File: src/rtl/bgd_pkg.sv
// Shared types and codes for the button gesture detector.
// No dependencies; imported by every module of the block.
package bgd_pkg;

  localparam int STAMP_W = 48;
  localparam int CFG_W   = 32;
  localparam int MAX_EV  = 3;

  typedef enum logic [1:0] {
    MODE_EDGE  = 2'd0,
    MODE_TIMER = 2'd1,
    MODE_INIT  = 2'd2
  } mode_t;

  typedef enum logic [2:0] {
    EV_PRESS   = 3'd0,
    EV_LONG    = 3'd1,
    EV_RELEASE = 3'd2,
    EV_CLICK   = 3'd3,
    EV_DOUBLE  = 3'd4
  } ev_kind_t;

  typedef enum logic [1:0] {
    REG_DEBOUNCE   = 2'd0,
    REG_HOLD_LIMIT = 2'd1,
    REG_DC_WINDOW  = 2'd2
  } reg_idx_t;

  typedef struct packed {
    logic [CFG_W-1:0] debounce;
    logic [CFG_W-1:0] hold_limit;
    logic [CFG_W-1:0] dc_window;
  } cfg_t;

  typedef struct packed {
    ev_kind_t           kind;
    logic [STAMP_W-1:0] ev_time;
    logic [STAMP_W-1:0] held;
    logic               last;
  } event_t;

  function automatic event_t make_event(ev_kind_t k, logic [STAMP_W-1:0] tm,
                                        logic [STAMP_W-1:0] hd);
    event_t e;
    e.kind    = k;
    e.ev_time = tm;
    e.held    = hd;
    e.last    = 1'b0;
    return e;
  endfunction

endpackage

File: src/rtl/bgd_eval.sv
// Gesture state registers and the single-pass decision logic for one item.
// Depends on bgd_pkg; produces up to three events per item.
module bgd_eval #(
  parameter int TIME_WIDTH = 48
) (
  input  logic                        clk,
  input  logic                        rst,
  input  logic                        go,
  input  bgd_pkg::mode_t              mode,
  input  logic                        lvl,
  input  logic [TIME_WIDTH-1:0]       t,
  input  bgd_pkg::cfg_t               cfg,
  output bgd_pkg::event_t             ev [bgd_pkg::MAX_EV],
  output logic [1:0]                  ev_count
);
  import bgd_pkg::*;

  localparam int TW = TIME_WIDTH;
  localparam int EW = ((TW > CFG_W) ? TW : CFG_W) + 1;
  localparam logic [TW-1:0] TMAX = '1;

  logic          initialised, initialised_next;
  logic          level_now, level_now_next;
  logic          long_sent, long_sent_next;
  logic [TW-1:0] edge_time, edge_time_next;
  logic          edge_valid, edge_valid_next;
  logic [TW-1:0] press_time, press_time_next;
  logic          press_valid, press_valid_next;
  logic [TW-1:0] click_time, click_time_next;
  logic          click_valid, click_valid_next;

  logic [TW-1:0] since_edge, held, since_click, due_time, long_held;
  logic [EW-1:0] due_sum;
  logic          bounce, press_ge, held_ge_long, dc_within, dc_expired, long_fired;
  logic [1:0]    n;

  always_comb begin
    since_edge   = t - edge_time;
    bounce       = edge_valid && ((t < edge_time) || (EW'(since_edge) < EW'(cfg.debounce)));
    press_ge     = press_valid && (t >= press_time);
    held         = press_ge ? (t - press_time) : '0;
    held_ge_long = EW'(held) >= EW'(cfg.hold_limit);
    since_click  = t - click_time;
    dc_within    = click_valid &&
                   ((t < click_time) || (EW'(since_click) <= EW'(cfg.dc_window)));
    dc_expired   = click_valid && (t >= click_time) &&
                   (EW'(since_click) >= EW'(cfg.dc_window));
    due_sum      = EW'(press_time) + EW'(cfg.hold_limit);
    due_time     = (due_sum > EW'(TMAX)) ? TMAX : due_sum[TW-1:0];
    long_held    = (EW'(cfg.hold_limit) > EW'(TMAX)) ? TMAX : TW'(cfg.hold_limit);

    initialised_next = initialised;
    level_now_next   = level_now;
    long_sent_next   = long_sent;
    edge_time_next   = edge_time;
    edge_valid_next  = edge_valid;
    press_time_next  = press_time;
    press_valid_next = press_valid;
    click_time_next  = click_time;
    click_valid_next = click_valid;
    long_fired       = 1'b0;
    n                = 2'd0;
    for (int i = 0; i < MAX_EV; i++) begin
      ev[i] = make_event(EV_PRESS, '0, '0);
    end

    case (mode)
      MODE_INIT: begin
        initialised_next = 1'b1;
        level_now_next   = lvl;
        long_sent_next   = 1'b0;
        edge_time_next   = t;
        edge_valid_next  = 1'b1;
        press_valid_next = 1'b0;
        click_valid_next = 1'b0;
      end
      MODE_EDGE: begin
        if (!initialised) begin
          initialised_next = 1'b1;
          level_now_next   = lvl;
          long_sent_next   = 1'b0;
          edge_time_next   = t;
          edge_valid_next  = 1'b1;
          press_valid_next = 1'b0;
          click_valid_next = 1'b0;
        end else if (lvl != level_now && !bounce) begin
          edge_time_next  = t;
          edge_valid_next = 1'b1;
          level_now_next  = lvl;
          if (lvl) begin
            press_time_next  = t;
            press_valid_next = 1'b1;
            long_sent_next   = 1'b0;
            ev[0] = make_event(EV_PRESS, STAMP_W'(t), '0);
            n     = 2'd1;
          end else begin
            if (press_valid && !long_sent && held_ge_long) begin
              long_fired = 1'b1;
              ev[n] = make_event(EV_LONG, STAMP_W'(due_time), STAMP_W'(long_held));
              n     = n + 2'd1;
            end
            ev[n] = make_event(EV_RELEASE, STAMP_W'(t), STAMP_W'(held));
            n     = n + 2'd1;
            if (press_valid && !long_sent && !long_fired) begin
              ev[n] = make_event(EV_CLICK, STAMP_W'(t), STAMP_W'(held));
              n     = n + 2'd1;
              if (dc_within) begin
                ev[n] = make_event(EV_DOUBLE, STAMP_W'(t), STAMP_W'(held));
                n     = n + 2'd1;
                click_valid_next = 1'b0;
              end else begin
                click_time_next  = t;
                click_valid_next = 1'b1;
              end
            end
            press_valid_next = 1'b0;
            long_sent_next   = 1'b0;
          end
        end
      end
      MODE_TIMER: begin
        if (level_now && press_ge && !long_sent && held_ge_long) begin
          long_sent_next = 1'b1;
          ev[0] = make_event(EV_LONG, STAMP_W'(due_time), STAMP_W'(long_held));
          n     = 2'd1;
        end
        if (dc_expired) begin
          click_valid_next = 1'b0;
        end
      end
      default: begin
      end
    endcase

    for (int i = 0; i < MAX_EV; i++) begin
      ev[i].last = (n == 2'(i + 1));
    end
    ev_count = n;
  end

  always_ff @(posedge clk) begin
    if (rst) begin
      initialised <= 1'b0;
      level_now   <= 1'b0;
      long_sent   <= 1'b0;
      edge_valid  <= 1'b0;
      press_valid <= 1'b0;
      click_valid <= 1'b0;
    end else if (go) begin
      initialised <= initialised_next;
      level_now   <= level_now_next;
      long_sent   <= long_sent_next;
      edge_valid  <= edge_valid_next;
      press_valid <= press_valid_next;
      click_valid <= click_valid_next;
    end
  end

  always_ff @(posedge clk) begin
    if (go) begin
      edge_time  <= edge_time_next;
      press_time <= press_time_next;
      click_time <= click_time_next;
    end
  end

  a_long_needs_press: assert property (@(posedge clk) disable iff (rst)
    long_sent |-> press_valid) else $error("long press flag without a press");
  a_press_needs_level: assert property (@(posedge clk) disable iff (rst)
    press_valid |-> level_now) else $error("press recorded while released");
  a_init_arms: assert property (@(posedge clk) disable iff (rst)
    go && (mode == MODE_INIT) |=> initialised) else $error("initial level not recorded");

endmodule

File: src/rtl/bgd_evq.sv
// Three-slot result buffer: loads all events of one item, hands them out in order.
// Depends on bgd_pkg for the event type.
module bgd_evq (
  input  logic            clk,
  input  logic            rst,
  input  logic            load,
  input  bgd_pkg::event_t ev_in [bgd_pkg::MAX_EV],
  input  logic [1:0]      ev_count,
  input  logic            out_stall,
  output logic            out_valid,
  output bgd_pkg::event_t head,
  output logic            can_load
);
  import bgd_pkg::*;

  event_t     slots [MAX_EV];
  logic [1:0] count;
  logic       pop;

  assign out_valid = (count != 2'd0);
  assign pop       = out_valid && !out_stall;
  assign can_load  = (count == 2'd0) || ((count == 2'd1) && pop);
  assign head      = slots[0];

  always_ff @(posedge clk) begin
    if (rst) begin
      count <= 2'd0;
    end else if (load) begin
      count <= ev_count;
    end else if (pop) begin
      count <= count - 2'd1;
    end
  end

  always_ff @(posedge clk) begin
    if (load) begin
      slots <= ev_in;
    end else if (pop) begin
      slots[0] <= slots[1];
      slots[1] <= slots[2];
    end
  end

  a_load_room: assert property (@(posedge clk) disable iff (rst)
    load |-> can_load) else $error("item loaded over pending events");
  a_load_shows: assert property (@(posedge clk) disable iff (rst)
    load && (ev_count != 2'd0) |=> out_valid) else $error("loaded events not shown");
  a_last_flag: assert property (@(posedge clk) disable iff (rst)
    out_valid && (count == 2'd1) |-> head.last) else $error("final event not marked last");

endmodule

File: src/rtl/button_gesture_detector.sv
// Top level of the button gesture detector: config registers, input register,
// decision stage and result buffer. Depends on bgd_pkg, bgd_eval, bgd_evq.
//
//  channel | handshake             | payload
//  --------+-----------------------+-------------------------------------------
//  in      | in_valid / in_stall   | mode, level_pressed, stamp
//  out     | out_valid / out_stall | event_kind, event_time, held_time, last_of_run
//  cfg     | cfg_write             | cfg_index, cfg_data
//
// An item is held in the input register and is evaluated in one pass as it leaves;
// its results are registered in the result buffer before the first one is shown.
// An item's results occupy the result buffer until the last is taken; the next item
// can load as that last result leaves, so the single output port sets the rate.
// in_stall rises while the input register holds an item and the buffer still
// has more than one result left or its last one is stalled.
// Synchronous reset clears gesture flags, the input register's valid flag and buffer
// count; config returns to 0 / 1000 / 400.
module button_gesture_detector #(
  parameter int TIME_WIDTH = 48
) (
  input  logic                         clk,
  input  logic                         rst,
  input  logic                         in_valid,
  output logic                         in_stall,
  input  logic [1:0]                   mode,
  input  logic                         level_pressed,
  input  logic [bgd_pkg::STAMP_W-1:0]  stamp,
  output logic                         out_valid,
  input  logic                         out_stall,
  output logic [2:0]                   event_kind,
  output logic [bgd_pkg::STAMP_W-1:0]  event_time,
  output logic [bgd_pkg::STAMP_W-1:0]  held_time,
  output logic                         last_of_run,
  input  logic                         cfg_write,
  input  logic [1:0]                   cfg_index,
  input  logic [bgd_pkg::CFG_W-1:0]    cfg_data
);
  import bgd_pkg::*;

  cfg_t                   cfg;
  logic                   hold_valid;
  logic [1:0]             mode_q;
  logic                   lvl_q;
  logic [STAMP_W-1:0]     stamp_q;
  logic                   go, can_load, accept;
  event_t                 ev [MAX_EV];
  logic [1:0]             ev_count;
  event_t                 head;

  assign in_stall = hold_valid && !can_load;
  assign accept   = in_valid && !in_stall;
  assign go       = hold_valid && can_load;

  always_ff @(posedge clk) begin
    if (rst) begin
      cfg.debounce   <= CFG_W'(0);
      cfg.hold_limit <= CFG_W'(1000);
      cfg.dc_window  <= CFG_W'(400);
    end else if (cfg_write) begin
      case (reg_idx_t'(cfg_index))
        REG_DEBOUNCE:   cfg.debounce   <= cfg_data;
        REG_HOLD_LIMIT: cfg.hold_limit <= cfg_data;
        REG_DC_WINDOW:  cfg.dc_window  <= cfg_data;
        default: begin
        end
      endcase
    end
  end

  always_ff @(posedge clk) begin
    if (rst) begin
      hold_valid <= 1'b0;
    end else if (accept) begin
      hold_valid <= 1'b1;
    end else if (go) begin
      hold_valid <= 1'b0;
    end
  end

  always_ff @(posedge clk) begin
    if (accept) begin
      mode_q  <= mode;
      lvl_q   <= level_pressed;
      stamp_q <= stamp;
    end
  end

  bgd_eval #(
    .TIME_WIDTH(TIME_WIDTH)
  ) u_eval (
    .clk      (clk),
    .rst      (rst),
    .go       (go),
    .mode     (mode_t'(mode_q)),
    .lvl      (lvl_q),
    .t        (TIME_WIDTH'(stamp_q)),
    .cfg      (cfg),
    .ev       (ev),
    .ev_count (ev_count)
  );

  bgd_evq u_evq (
    .clk       (clk),
    .rst       (rst),
    .load      (go),
    .ev_in     (ev),
    .ev_count  (ev_count),
    .out_stall (out_stall),
    .out_valid (out_valid),
    .head      (head),
    .can_load  (can_load)
  );

  assign event_kind  = head.kind;
  assign event_time  = head.ev_time;
  assign held_time   = head.held;
  assign last_of_run = head.last;

endmodule

File: config.mk
export PLATFORM = sky130hd
export DESIGN_NAME = button_gesture_detector
export DESIGN_NICKNAME = d
export VERILOG_FILES = /design/src/rtl/bgd_pkg.sv /design/src/rtl/bgd_eval.sv /design/src/rtl/bgd_evq.sv /design/src/rtl/button_gesture_detector.sv
export SDC_FILE = /design/constraint.sdc
export NUM_CORES = 1
export LEC_CHECK = 0
export ABC_AREA = 0
export BUFFER_PORTS_ARGS = -buffer_cell sky130_fd_sc_hd__clkbuf_2
export CORE_ASPECT_RATIO = 1.25
export CORE_MARGIN = 2
export CORE_UTILIZATION = 57
export DETAILED_ROUTE_END_ITERATION = 16
export GPL_TIMING_DRIVEN = 1
export PLACE_DENSITY = 0.78
export SLEW_MARGIN = 40
export SYNTH_ARGS = -nofsm -noshare
export SYNTH_HDL_FRONTEND = slang
export SYNTH_HIERARCHICAL = 1
export SYNTH_SLANG_ARGS = --single-unit
File: constraint.sdc
create_clock -name clk -period 11.25 [get_ports clk]
set_clock_uncertainty 0.1 [all_clocks]
set_input_delay 0.5625 -clock clk [delete_from_list [all_inputs] [get_ports clk]]
set_output_delay 0.5625 -clock clk [all_outputs]
set_load 0.03 [all_outputs]
Word level (Yosys, flattened, before mapping)
Index checks and enable logic that the tools add are counted.

Reduce and logical (&&, ||, !) cells: 48. Mux-type cells: 72. Eq/ne operators: 14. $lt $le $gt $ge: 15. Bitwise gates (word level): 8. Add/subtract/negate cells: 8.

Operators by type and width (number): $mux 300 (4); $bwmux 300 (3); $mux 100 (8); $mux 200 (4); $demux 100 s2 (3); $pmux 100 s2 (1); $mux 98 (2); $mux 48 (4); $sub 48x48->48 (3); $ge 48x32->1 (2); $ge 48x48->1 (2); $lt 48x48->1 (2); $pmux 48 s2 (1); $add 48x32->49 (1); $gt 49x48->1 const B (1); $le 48x32->1 (1); $lt 48x32->1 (1); $mux 1 (25); $mux 2 (11); $logic_and 1x1->1 (20); $ge 3x3->1 const B (3); $lt 3x1->1 const B (3); $ne 3x3->1 const B (3); $not 2->3 (3); other kinds (23) (54).

Input bits: 90. Logic and storage cells: 194. Output and inout bits: 102. Flip-flop bits (word level): 600.

Depth between registers and ports, before layout
Gate-level depths: netlist (run 1).

Word-level depth: 25. Mapped depth: 33.

Hierarchy
Netlist (run 1), hierarchy kept.

By module, submodules not included: bgd_eval (instances 1, sequential area each 4444.3 µm², area each 21723.3 µm², cells each 2947); bgd_evq (instances 1, sequential area each 9048.7 µm², area each 12313.1 µm², cells each 642); button_gesture_detector (instances 1, sequential area each 3473.3 µm², area each 5431.5 µm², cells each 414).

Least setup slack after synthesis (run 1)
Ideal clock, no wire load.

Path type: reg-to-reg. Start: register u_evq.count[0]. End: register u_evq.slots (netlist bit u_evq/head[0]) (enable). Arrival time: 9818 ps. Stages on the path, launching flop included: 4. Path buffers: 0. Setup slack: 531 ps. Library setup time: 801 ps. Path through: dfxtp_1 -> inv_1 -> ha_1 -> o21bai_1.

Word-level cells in the longest chain between the ends: 6.

Ends and longest elaborated chain: start: declaration (RTL line bgd_evq.sv:17) `logic [1:0] count;`; start signal: assignment (RTL line bgd_evq.sv:29) `count <= ev_count;`; start signal: assignment (RTL line bgd_evq.sv:31) `count <= count - 2'd1;`; $reduce_bool 2->1 (RTL line bgd_evq.sv:20) `assign out_valid = (count != 2'd0);`; $logic_and 1x1->1 (RTL line bgd_evq.sv:21) `assign pop = out_valid && !out_stall;`; $logic_and 1x1->1 (RTL line bgd_evq.sv:22) `assign can_load = (count == 2'd0) || ((count == 2'd1) && pop);`; $logic_or 1x1->1 (RTL line bgd_evq.sv:22); $logic_and 1x1->1 (RTL line button_gesture_detector.sv:52) `assign go = hold_valid && can_load;`; $reduce_bool 2->1 (no line) *; end signal: assignment (RTL line bgd_evq.sv:37) `slots <= ev_in;`; end: declaration (RTL line bgd_evq.sv:16) `event_t slots [MAX_EV];`.

Every way passes the cells marked *; elsewhere a longest branch is shown, timed or not. A chain may end at the register's enable or synchronous reset.

==> results.json, run 1 <==
{
  "hold_slack_ps": 38.4,
  "clk_latency_ps": 670,
  "fin_setup_tns_ps": 0,
  "startpoint_type": "flip-flop",
  "core_area_mm2": 0.0684,
  "crit_path_end_kind": "flip-flop",
  "grt_max_degree": 97,
  "grt_setup_unrepaired": "false",
  "cts_max_path_buffers": 3,
  "maxCapViolCount": 0,
  "post-route-min-period_ps": 8190,
  "yosys_warnings": 6,
  "synth_seq_area_share_pct": 43.0,
  "slew_headroom_pct": 42.9,
  "crit_type": "flip-flop to flip-flop",
  "cts_root_buf": "clkbuf_16",
  "synth_cells": 4003,
  "place_ws_ps": 3360,
  "outcome": "completed",
  "place.gp.congestion": 0.991,
  "hold_violations": 0,
  "grt_pass1_vias": 29600,
  "grtUsageTotal_pct": 31.4,
  "cp_top_family": "compound AO/OA/AOI/OAI gates",
  "wl_um": 114000,
  "cellLeakagePower_nw": 17.5,
  "cts.htree.levels": 2,
  "synth-async-reset-ratio_pct": 0,
  "grt_util_met3_pct": 4.15,
  "dieWidth_um": 239,
  "finalInstanceArea_mm2": 0.0430,
  "grt_overflow_total": 0,
  "hold_start": "stamp[34]",
  "viasPerCell": 6.10,
  "arrival_ps": 8490,
  "synth_cell_types": 102,
  "io_pins": 192,
  "layout-drive-gt1-share_pct": 14.6,
  "setup_viol": 0,
  "port_buffers": 191,
  "num-nets-final": 4446,
  "dr.pass1.iters": 6,
  "placed_cells": 4901,
  "drtIter0Drc": 2927,
  "powerDensity_mw_per_mm2": 131,
  "ir_worst_vdd_v": 0.000136,
  "initial_core_util_pct": 57.7,
  "fin_cells": 5056,
  "tightestPinTransition_ps": 856,
  "wire_per_inst_um": 22.6,
  "slew_viol_final": 0,
  "synthFlopType": "edfxtp_1",
  "globalRoute.busiestLayer": "met2",
  "grtUsageMet2_pct": 52.3,
  "syn_to_final_growth_pct": 8.92,
  "syn-mean-instance-area_um2": 9.86,
  "cts_buffers": 61,
  "worstPathBufferInverterCount": 7,
  "cp_max_fo": 57,
  "design.die.area_mm2": 0.0714,
  "fin_crit_sh_pct": 72.8,
  "synth_edf_count": 495,
  "vias": 30800,
  "post_cts_buffers": 0,
  "slowest_delay_ps": 590,
  "layout_setup_ws_ps": 3060,
  "antenna_found_initial": 2,
  "use_met1_pct": 39.8,
  "required_ps": 11550,
  "die_h_um": 298,
  "grt_pass1_wl_um": 172000,
  "crit_slowest_cell": "a31oi_1",
  "hold_path_class": "primary input to flip-flop",
  "nFillCells": 5572,
  "cpMostUsedCell": "inv_1",
  "ant_nets": 0,
  "syn_area_mm2": 0.0395,
  "rows": 107,
  "cts_resized": 0,
  "numClockSinks": 600,
  "ys_seq_elements": 600,
  "post-route-drc-count": 0,
  "clk_pin_slew_ps": 60,
  "clock.fmax_mhz": 122,
  "cts_tree": "yes",
  "dpl.hpwl_um": 84600,
  "diodes": 0,
  "post_dp_cell_area_mm2": 0.0404,
  "r2r_start": "stamp_q[0]",
  "setup.worst_path.start": "stamp_q[0]"
}
## report_power, final
group | switching, mW | internal (mW)
combinational | 0.541 | 0.320
clock | 0.906 | 1.32
sequential | 0.0576 | 2.50
## cells in the mapped netlist (57+ instances only)
master	count	area share (%)
nor2_1	365	3.5
mux2i_1	106	2.7
mux2_2	200	5.7
nand2b_1	131	2.1
o21ai_0	193	2.4
dfxtp_1	105	5.3
xnor2_1	87	1.9
xor2_1	57	1.3
a21oi_1	271	3.4
clkbuf_1	72	0.68
nand4_1	79	1.3
inv_1	372	3.5
ha_1	273	8.7
buf_2	68	0.86
edfxtp_1	495	38
nand2_1	269	2.6
buf_4	137	2.6
a21o_1	59	1.1
## logic make-up (layout without fill, tap and decap cells)
| logic type | Yosys count | in the layout | share of synthesized area, % |
|---|---|---|---|
| mux | 306 | 306 | 8.39 |
| other cells | 1 | 20 | 0.00950 |
| fa+ha+maj | 277 | 277 | 8.86 |
| flops | 600 | 600 | 43.0 |
| buf+inv | 661 | 769 | 7.95 |
| compound gates | 903 | 903 | 15.0 |
| simple gates | 1111 | 1111 | 13.6 |
| xor+xnor | 144 | 144 | 3.20 |
## per-stage QoR
| step | power [mW] | util (%) |
|---|---|---|
| after floorplan | 3.22 | - |
| after global placement | 3.42 | 59.0 |
| after detailed placement | 3.43 | 59.0 |
| after CTS | 5.66 | 62.8 |
| after global routing | 5.83 | 62.8 |
| final | 5.64 | 62.8 |
## cell usage in the layout, fill, tap and decap left out, types with 40 or more instances in the layout
cell type / synthesis / routed
dfxtp_1: 105 / 105
o21ai_0: 193 / 193
nand4_1: 79 / 79
nand2_1: 269 / 269
a21o_1: 59 / 59
nand3_1: 55 / 54
xor2_1: 57 / 57
clkbuf_2: 3 / 190
buf_4: 137 / 44
nor3_1: 55 / 54
xnor2_1: 87 / 87
dlygate4sd3_1: 0 / 41
a21oi_1: 271 / 271
ha_1: 273 / 273
nand2b_1: 131 / 131
a22o_1: 40 / 40
mux2i_1: 106 / 106
nor2_1: 365 / 364
clkbuf_16: 0 / 62
inv_1: 372 / 372
mux2_2: 200 / 200
edfxtp_1: 495 / 495
## layout make-up
type / instances / area, um2 / share of cell area (%)
multi-input combinational: 2761 / 19500 / 45.4
inverter: 373 / 1400 / 3.26
tap: 926 / 1160 / 2.70
clock inverter: 43 / 582 / 1.35
timing repair buffer: 282 / 1780 / 4.14
clock buffer: 71 / 1600 / 3.71
sequential: 600 / 17000 / 39.5
## flip-flops by register name, indices dropped and copies added, names as in the netlist, 2 cells and up
signal / flops
u_eval/click_time: 48
u_evq/slots: 200
u_eval/press_time: 48
mode_q: 2
cfg: 96
stamp_q: 48
u_evq/count: 2
u_eval/edge_time: 48
u_evq/head: 100
## repair_timing
item,4_1_cts,5_1_grt
endpoints found under the hold margin,41,0
hold buffers,41,0
setup endpoints to repair,0,0
## per-layer routing
metal	up-vias	wire length, um
met4	2	6550
met5	-	13
li1	14400	-
met1	14700	45200
met3	285	8130
met2	1409	54200
## worst reg2reg max path, delay by kind of cell (launching register included)
family | cells | cell delay, ps
AO/OA/AOI/OAI | 13 | 3340
flip-flops | 1 | 450
buffers and inverters | 7 | 1590
adder cells (fa/ha/maj) | 3 | 930
multiplexers | 1 | 260
AND/OR/NAND/NOR | 5 | 1230
## path summary, 6_finish.rpt
path / slack (ps) / to / cells past startpoint
worst min register to register: 370 / cfg[75] / 2
worst min-delay path: 40 / stamp_q[34] / 1
worst max-delay path: 3060 / u_evq/head[1] / 29
worst max register to register: 3060 / u_evq/head[1] / 29
(Power assumes the default switching activity.)
==> run 2, diff against run 1 <==
==> constraint.sdc (replaced) <==
create_clock -name clk -period 7.3 [get_ports clk]
set_clock_uncertainty 0.1 [all_clocks]
set_input_delay 0.365 -clock clk [delete_from_list [all_inputs] [get_ports clk]]
set_output_delay 0.365 -clock clk [all_outputs]
set_load 0.03 [all_outputs]
==> results.json, run 2 (same netlist as run 1, synthesis figures left out) <==
{
  "numClockSinks": 600,
  "fin_setup_tns_ps": 0,
  "dr.pass1.iters": 6,
  "crit_path_end_kind": "flip-flop",
  "worstPathBufferInverterCount": 4,
  "dpl.hpwl_um": 91800,
  "outcome": "completed",
  "slew_viol_final": 0,
  "layout-drive-gt1-share_pct": 15.8,
  "antenna_found_initial": 0,
  "grt_overflow_total": 0,
  "crit_type": "flip-flop to flip-flop",
  "slew_headroom_pct": 41.9,
  "num-nets-final": 4522,
  "hold_violations": 0,
  "vias": 31400,
  "wl_um": 123000,
  "arrival_ps": 7330,
  "cts_max_path_buffers": 3,
  "crit_slowest_cell": "edfxtp_1",
  "clock.fmax_mhz": 141,
  "design.die.area_mm2": 0.0714,
  "initial_core_util_pct": 57.7,
  "ff2ff_setup_slack_ps": 220,
  "seq_power_share_pct": 44.6,
  "post-route-drc-count": 0,
  "dieWidth_um": 239,
  "wire_per_inst_um": 24.0,
  "hold_path_class": "primary input to flip-flop",
  "powerDensity_mw_per_mm2": 202,
  "largest_reg_flops": 200,
  "cts_buffers": 66,
  "grtUsageTotal_pct": 34.1,
  "power.net_switching_mw": 2.41,
  "port_buffers": 191,
  "cts_root_buf": "clkbuf_16",
  "cp_max_fo": 48,
  "core_area_mm2": 0.0684,
  "viasPerCell": 6.11,
  "power_frac_clock_pct": 39.6,
  "layout_common_cells": "edfxtp_1, inv_1, nor2_1",
  "fin_crit_sh_pct": 96.9,
  "syn_to_final_growth_pct": 10.8,
  "finalCoreUtilization_pct": 63.9,
  "cellLeakagePower_nw": 17.9,
  "maxCapViolCount": 0,
  "regMostFlops": "u_evq/slots",
  "grt_max_degree": 142,
  "tightestPinTransition_ps": 872,
  "cp_top_family": "simple AND/OR/NAND/NOR gates",
  "internal_power_mw": 6.41,
  "setup_viol": 0,
  "place.gp.congestion": 0.999,
  "ir_worst_vdd_v": 0.000278,
  "cts_tree": "yes",
  "die_h_um": 298,
  "rows": 107,
  "layout_commonest_cell": "edfxtp_1",
  "required_ps": 7560,
  "clk_latency_ps": 620,
  "post-route-min-period_ps": 7080,
  "io_pins": 192,
  "ant_nets": 0,
  "drtIter0Drc": 3094,
  "grt_setup_unrepaired": "false",
  "grt_pass1_wl_um": 183000,
  "clk_pin_slew_ps": 60,
  "p_comb_share_pct": 15.8,
  "slowest_delay_ps": 510,
  "switching_share_pct": 27.3,
  "grt_pass1_vias": 30300,
  "cts.htree.levels": 3,
  "startpoint_type": "flip-flop"
}
[run 2: cell types whose count changed in the layout (fill, tap and decap cells not counted), sizes merged]
cell	change
buf	+52
dlygate4sd3	+18
clkbuf	+12
bufinv	-5
clkinv	-2
clkinvlp	+2
diode	+1
o211a	+1
[run 2: routing by layer]
layer  GRT usage, %  vias to the layer above  wire [um]
met4           21.7                        0       8990
met2           55.9                     1392      57400
li1               -                    14600          -
met5              0                        -          0
met1           42.2                    15000      48100
met3           4.82                      338       8850
[run 2: final cells by class]
class                           count  area [um2]
Antenna cell                        1        2.50
Clock buffer                       83        1790
Clock inverter                     38         449
Fill cell                        5581       24700
Inverter                          373        1400
Multi-Input combinational cell   2762       19500
Sequential cell                   600       17000
Tap cell                          926        1160
Timing Repair Buffer              352        2430
[run 2: through the flow]
| stage | setup WS (ps) | hold WS (ps) | cell area [um2] | total power, mW | std cells |
|---|---|---|---|---|---|
| after floorplan | 293 | 329 | 39500 | 4.95 | 4022 |
| after global placement | 282 | 341 | 40800 | 5.32 | 4945 |
| after detailed placement | 202 | 356 | 40800 | 5.33 | 4946 |
| after CTS | 129 | 24.0 | 43600 | 8.83 | 5126 |
| after global routing | 4.46 | 46.5 | 43700 | 9.11 | 5134 |
| final | 224 | 46.1 | 43700 | 8.82 | 5135 |
[run 2: path summary, 6_finish.rpt]
path                            from            endpoint  cells past startpoint
setup reg to reg         stamp_q[20]       u_evq/head[9]                     28
hold / removal           cfg_data[1]             cfg[33]                      3
hold reg to reg   u_eval/initialised  u_eval/initialised                      2
setup / recovery         stamp_q[20]       u_evq/head[9]                     28
[run 2: power groups by stage]
stage                     combinational, mW  sequential, mW  clock (mW)
after floorplan                       0.956            3.99           0
after global placement                 1.31            4.00           0
after detailed placement               1.33            4.00           0
after CTS                              1.36            3.93        3.54
after global routing                   1.50            3.94        3.66
final                                  1.39            3.93        3.50
[run 2: tightest hold or removal path, cell delays in order]
cell,delay [ps]
clkbuf_2,80
nand2b_1,170
mux2i_1,100
[run 2: what timing repair did]
action / 4_1_cts / 5_1_grt
hold buffers: 59 / 0
buffers inserted: 0 / 6
gates resized for setup: 0 / 7
endpoints found under the setup margin: 0 / 144
endpoints found under the hold margin: 68 / 0
